## src/ics_pkg.sv

```systemverilog
// Shared constants for the ceiling square root block.
package ics_pkg;

    localparam int ICS_DATA_WIDTH = 64;
    localparam int ICS_VALUE_W    = 63;
    localparam int ICS_ROOT_W     = 32;

endpackage

```

## src/ics_divider.sv

```systemverilog
// Radix-2 restoring divider shared by all iteration steps of the square root block.
module ics_divider
    import ics_pkg::*;
#(
    parameter int DATA_WIDTH = ICS_DATA_WIDTH
)
(
    input  logic                  clk,
    input  logic                  rst_n,
    input  logic                  start,
    input  logic [DATA_WIDTH-1:0] dividend,
    input  logic [DATA_WIDTH-2:0] divisor,
    output logic                  done,
    output logic [DATA_WIDTH-1:0] quotient
);

    localparam int W  = DATA_WIDTH;
    localparam int CW = $clog2(W + 1);
    localparam logic [CW-1:0] CNT_FULL = CW'(W);
    localparam logic [CW-1:0] CNT_ONE  = CW'(1);

    logic [W-1:0]  quo_reg;
    logic [W-1:0]  quo_next;
    logic [W-1:0]  rem_reg;
    logic [W-1:0]  rem_next;
    logic [W-2:0]  dvs_reg;
    logic [CW-1:0] cnt_reg;
    logic          busy_reg;
    logic          done_reg;
    logic [W-1:0]  rem_shift;
    logic          ge;

    always_comb
    begin
        rem_shift = {rem_reg[W-2:0], quo_reg[W-1]};
        ge        = (rem_shift >= {1'b0, dvs_reg});
        rem_next  = ge ? (rem_shift - {1'b0, dvs_reg}) : rem_shift;
        quo_next  = {quo_reg[W-2:0], ge};
    end

    always_ff @(posedge clk or negedge rst_n)
    begin
        if (!rst_n)
        begin
            busy_reg <= 1'b0;
            done_reg <= 1'b0;
            cnt_reg  <= '0;
        end
        else
        begin
            done_reg <= 1'b0;
            if (start)
            begin
                busy_reg <= 1'b1;
                cnt_reg  <= CNT_FULL;
            end
            else if (busy_reg)
            begin
                cnt_reg <= cnt_reg - CNT_ONE;
                if (cnt_reg == CNT_ONE)
                begin
                    busy_reg <= 1'b0;
                    done_reg <= 1'b1;
                end
            end
        end
    end

    always_ff @(posedge clk)
    begin
        if (start)
        begin
            quo_reg <= dividend;
            rem_reg <= '0;
            dvs_reg <= divisor;
        end
        else if (busy_reg)
        begin
            quo_reg <= quo_next;
            rem_reg <= rem_next;
        end
    end

    assign done     = done_reg;
    assign quotient = quo_reg;

endmodule

```

## src/integer_ceil_sqrt_newton.sv

```systemverilog
// Top level of the ceiling square root block: Newton sequencer around a shared divider.
//
//   Channel | Signals                          | Payload
//   --------+----------------------------------+------------------
//   input   | value_valid, value_ready         | value (63 bits)
//   output  | root_valid, root_ready           | root (32 bits)
//
// Each Newton step and each final correction step costs one division,
// started in a GO state and awaited in the matching WAIT state.
// A value of zero skips the divider, goes straight to the hold state and returns zero.
// The input is not ready while a transaction is being worked on.
// A finished result waits in the output register; a new transaction is
// taken while it waits, and the next result holds until it has been taken.
module integer_ceil_sqrt_newton
    import ics_pkg::*;
#(
    parameter int DATA_WIDTH = ICS_DATA_WIDTH
)
(
    input  logic                   clk,
    input  logic                   rst_n,
    input  logic                   value_valid,
    output logic                   value_ready,
    input  logic [ICS_VALUE_W-1:0] value,
    output logic                   root_valid,
    input  logic                   root_ready,
    output logic [ICS_ROOT_W-1:0]  root
);

    localparam int W = DATA_WIDTH;
    localparam logic [W-2:0] X_ONE  = (W-1)'(1);
    localparam logic [W-1:0] D_ONE  = W'(1);
    localparam logic [W:0]   S_ONE  = (W+1)'(1);

    typedef enum logic [2:0] {
        ST_IDLE,
        ST_NEWTON_GO,
        ST_NEWTON_WAIT,
        ST_FINAL_GO,
        ST_FINAL_WAIT,
        ST_HOLD
    } state_t;

    state_t               state_reg;
    state_t               state_next;
    logic [W-2:0]         n_reg;
    logic [W-2:0]         n_next;
    logic [W-2:0]         x_reg;
    logic [W-2:0]         x_next;
    logic [ICS_ROOT_W-1:0] root_reg;
    logic [ICS_ROOT_W-1:0] root_next;
    logic                 out_valid_reg;
    logic                 out_valid_next;

    logic                 div_start;
    logic                 div_done;
    logic [W-1:0]         div_quo;
    logic [W-2:0]         dvs;
    logic [W-1:0]         dividend;
    logic [W-2:0]         x_dec;
    logic [W:0]           nx_sum;
    logic [W-1:0]         nx;

    always_comb
    begin
        x_dec     = x_reg - X_ONE;
        dvs       = (state_reg == ST_FINAL_GO) ? x_dec : x_reg;
        dividend  = {1'b0, n_reg} + {1'b0, dvs} - D_ONE;
        div_start = (state_reg == ST_NEWTON_GO) || (state_reg == ST_FINAL_GO);
        nx_sum    = {2'b00, x_reg} + {1'b0, div_quo} + S_ONE;
        nx        = nx_sum[W:1];
    end

    ics_divider #(
        .DATA_WIDTH (W)
    ) u_divider (
        .clk      (clk),
        .rst_n    (rst_n),
        .start    (div_start),
        .dividend (dividend),
        .divisor  (dvs),
        .done     (div_done),
        .quotient (div_quo)
    );

    always_comb
    begin
        state_next     = state_reg;
        n_next         = n_reg;
        x_next         = x_reg;
        root_next      = root_reg;
        out_valid_next = out_valid_reg && !root_ready;

        unique case (state_reg)
            ST_IDLE:
            begin
                if (value_valid)
                begin
                    n_next = value[W-2:0];
                    x_next = value[W-2:0];
                    if (value[W-2:0] == '0)
                    begin
                        state_next = ST_HOLD;
                    end
                    else
                    begin
                        state_next = ST_NEWTON_GO;
                    end
                end
            end
            ST_NEWTON_GO:
            begin
                state_next = ST_NEWTON_WAIT;
            end
            ST_NEWTON_WAIT:
            begin
                if (div_done)
                begin
                    if (nx < {1'b0, x_reg})
                    begin
                        x_next     = nx[W-2:0];
                        state_next = ST_NEWTON_GO;
                    end
                    else if (x_reg > X_ONE)
                    begin
                        state_next = ST_FINAL_GO;
                    end
                    else
                    begin
                        state_next = ST_HOLD;
                    end
                end
            end
            ST_FINAL_GO:
            begin
                state_next = ST_FINAL_WAIT;
            end
            ST_FINAL_WAIT:
            begin
                // The square of x - 1 still reaches n exactly when ceil(n / (x - 1)) <= x - 1.
                if (div_done)
                begin
                    if (div_quo <= {1'b0, x_dec})
                    begin
                        x_next = x_dec;
                        if (x_dec > X_ONE)
                        begin
                            state_next = ST_FINAL_GO;
                        end
                        else
                        begin
                            state_next = ST_HOLD;
                        end
                    end
                    else
                    begin
                        state_next = ST_HOLD;
                    end
                end
            end
            ST_HOLD:
            begin
                if (!out_valid_reg || root_ready)
                begin
                    root_next      = ICS_ROOT_W'(x_reg);
                    out_valid_next = 1'b1;
                    state_next     = ST_IDLE;
                end
            end
            default:
            begin
                state_next = ST_IDLE;
            end
        endcase
    end

    always_ff @(posedge clk or negedge rst_n)
    begin
        if (!rst_n)
        begin
            state_reg     <= ST_IDLE;
            out_valid_reg <= 1'b0;
            n_reg         <= '0;
            x_reg         <= '0;
            root_reg      <= '0;
        end
        else
        begin
            state_reg     <= state_next;
            out_valid_reg <= out_valid_next;
            n_reg         <= n_next;
            x_reg         <= x_next;
            root_reg      <= root_next;
        end
    end

    assign value_ready = (state_reg == ST_IDLE);
    assign root_valid  = out_valid_reg;
    assign root        = root_reg;

    a_done_in_wait: assert property (@(posedge clk) disable iff (!rst_n)
        div_done |-> (state_reg == ST_NEWTON_WAIT) || (state_reg == ST_FINAL_WAIT))
        else $error("divider finished outside a wait state");

    a_final_above_one: assert property (@(posedge clk) disable iff (!rst_n)
        (state_reg == ST_FINAL_GO) |-> (x_reg > X_ONE))
        else $error("final correction started with estimate at or below one");

    a_busy_after_accept: assert property (@(posedge clk) disable iff (!rst_n)
        (value_valid && value_ready) |=> !value_ready)
        else $error("input still ready after a transaction was accepted");

endmodule
```

## config.mk

```make
export PLATFORM = sky130hd
export DESIGN_NAME = integer_ceil_sqrt_newton
export DESIGN_NICKNAME = d
export VERILOG_FILES = /design/src/ics_pkg.sv /design/src/ics_divider.sv /design/src/integer_ceil_sqrt_newton.sv
export SDC_FILE = /design/constraint.sdc
export NUM_CORES = 2
export LEC_CHECK = 0
export BUFFER_PORTS_ARGS = -buffer_cell sky130_fd_sc_hd__buf_2
export CAP_MARGIN = 20
export CORE_MARGIN = 4
export CORE_UTILIZATION = 58
export CTS_CLUSTER_SIZE = 10
export DETAILED_ROUTE_END_ITERATION = 10
export GPL_TIMING_DRIVEN = 0
export PLACE_DENSITY = 0.87
export SLEW_MARGIN = 30
export SYNTH_ARGS = -nofsm -noshare
export SYNTH_HDL_FRONTEND = slang
export SYNTH_HIERARCHICAL = 1
export SYNTH_SLANG_ARGS = --single-unit
export TNS_END_PERCENT = 100
```

## constraint.sdc

```tcl
create_clock -name clk -period 9.65 [get_ports clk]
set_input_delay 2.895 -clock clk [delete_from_list [all_inputs] [get_ports clk]]
set_output_delay 2.895 -clock clk [all_outputs]
set_load 0.02 [all_outputs]
```

==> reports/qor.yml <==
drc_errors: 0
peakVddDrop_mv: 0.1292
finalHoldViolCount: 0
wl_microns: 119600
placed_cell_area_sq_mm: 0.03523
clk_pin_slew_worst_paths_ns: 0.06
wl_met3_microns: 14610
cp.required_ns: 9.97
synthesis.nets: 4555
crit_type: "reg2reg"
cts.htree.levels: 2
min_period_over_period: 0.9141
cp.arrival_ns: 9.14
firstDrtPassIters: 7
fmax_mhz: 113.4
cts_resized: 0
vias: 33250
syn_to_final_growth_pct: 9.261
cts.sink_count: 361
die_height_microns: 248.7
wl_per_cell_microns: 23.65
synth_cells: 4106
timing.final.crit_period_ns: 8.821
ys_ff_latch: 361
dieArea_sq_mm: 0.06185
worstSetupStartpointType: "flop"
final_area_sq_mm: 0.03671
tightest_slew_ns: 1.049
power_density_mw_per_mm2: 91.86
cts_tree: "built"
ys_seq_area_frac: 0.2784
final_util: 0.6461
crit_fanout: 7
status: "finished, final reports clean"
skew_ns: 0.04077
antenna_found_initial: 10
p_leak_nw: 17.08
ys_warn_count: 6
cts_buffers: 47
min_path_type: "reg2reg"
syn_avg_cell_area_sq_um: 8.184
slew_headroom: 0.2940
drive_gt1_frac: 0.08888
fin_nets: 4710
dp_hpwl_microns: 93990
clockBufferDepth: 3
endpoint_kind: "flop"
grt_setup_unrepaired: "no"
ant_nets: 0
yosysMostFrequentCell: "inv_1"
drv_cap: 0
setup_viol: 0
grt_use_total: 0.3670
gp_congestion: 1.031
io_buffers: 100
synthTopCellsByCount: "inv_1, ha_1, nand2_1"
async_flop_share: 0.4737
pin_count: 101
netlist_area_sq_mm: 0.03360
synth_cell_type_count: 108
holdBufCountCts: 0
wl_met1_microns: 46470
die_w_microns: 248.7
grt_pass1_wl_microns: 180800
vias_per_cell: 6.578
grt.overflow.total: 0
drtIter0Drc: 4266
yosys-top-cells-area: "ha_1, dfrtp_1, edfxtp_1"
synth_edf_count: 127
coreArea_sq_mm: 0.05682
ys.flop_type: "dfrtp_1"
tns_ns: 0
synth_top_area_share: 0.1411
post_cts_buffers: 0
top_layer: "met5"
clk_latency_ns: 0.61
grt_max_degree: 71
start_util: 0.5914
dr_wl_met2_microns: 50790
drv_slew: 0
grt_pass1_vias: 31460
row_count: 87
largest_reg_flops: 64
synth.largest_area_cell: "ha_1"
cts_root_buf: "clkbuf_16"
-- cell type report --
type,count,area (sq um)
Buffer,196,852.1
Clock inverter,13,127.6
Inverter,449,1688
Tap cell,756,945.9
Multi-Input combinational cell,3100,21750
Fill cell,4829,20110
Clock buffer,73,1346
Sequential cell,361,9354
Antenna cell,1,2.502
Timing Repair Buffer,106,645.6
-- metrics by stage --
stage	cells	setup WS (ns)	hold WS (ns)	power (W)
after floorplan	4106	1.468	0.4531	0.001607
after global placement	4962	-2.182	0.4843	0.001660
after detailed placement	4968	1.145	0.4895	0.001663
after CTS	5054	1.056	0.4976	0.003375
after global routing	5054	0.6081	0.5207	0.003446
final	5055	0.8288	0.4995	0.003373
-- power by group --
group,internal (W),switching [W],leakage [nW]
clock,0.00101,0.000726,0.719
sequential,0.00158,0.0000000000000000000418,3.68
combinational,0.0000139,0.0000464,12.7
-- critical path, stage by stage (launching register included) --
cell	delay, ns
dfrtp_1	0.46
inv_1	0.24
ha_1	0.29
nor3b_1	0.50
nand3_1	0.35
or3_4	0.54
nor2_1	0.45
nand3_1	0.16
xnor2_1	0.63
inv_1	0.11
ha_1	0.31
inv_1	0.04
ha_1	0.26
clkbuf_1	0.28
nand2_1	0.12
nor2_1	0.17
nand3_1	0.14
nor4_1	0.54
o211ai_1	0.47
a21oi_1	0.45
a31oi_1	0.25
o41a_1	0.58
o311a_1	0.47
o21ai_0	0.33
xor2_1	0.10
mux2_2	0.28
-- metal layers --
layer  GRT usage  vias to the layer above
li1            -                    15010
met1      0.4849                    15510
met2      0.5701                     2230
met3     0.08102                      488
met4      0.1837                       14
met5           0                        -
-- placed cells by master, fill, tap and decap left out, drive strengths merged, types with 31 or more instances in the layout --
cell type and n:
a21o 134, a21oi 326, a221oi 59, a311oi 47, buf 144, clkbuf 231
dfrtp 171, dfxtp 63, edfxtp 127, ha 379, inv 448, mux2 97
nand2 378, nand3 79, nand4 95, nor2 350, nor2b 31, nor3 74
nor4 62, o21a 39, o21ai 220, o21bai 44, xnor2 222, xor2 62
-- final timing paths --
kind	startpoint	end	slack [ns]	cells after the start
worst min-delay path	root[16]$_DFFE_PN0P_	root[16]$_DFFE_PN0P_	0.50	1
min in group asynchronous	rst_n	x_reg[10]$_DFFE_PN0P_	2.20	1
worst max-delay path	x_reg[1]$_DFFE_PN0P_	u_divider/quotient[63]$_DFFE_PP_	0.83	25
worst max register to register	x_reg[1]$_DFFE_PN0P_	u_divider/quotient[63]$_DFFE_PP_	0.83	25
worst min register to register	root[16]$_DFFE_PN0P_	root[16]$_DFFE_PN0P_	0.50	1
max in group asynchronous	rst_n	n_reg[61]$_DFFE_PN0P_	6.61	2
-- cell families (layout without fill, tap and decap cells) --
family	Yosys count	count (layout)	share of synthesized area
buffers and inverters	645	837	0.07540
AOI/OAI and AO/OA	1106	1106	0.2184
xor gates and xnor gates	284	284	0.07570
and+or+nand+nor	1223	1223	0.1743
muxes	104	104	0.03459
other	0	1	0
DFF	361	361	0.2784
adders and majority gates	383	383	0.1432
No activity file was read; power rests on OpenSTA's default activity.
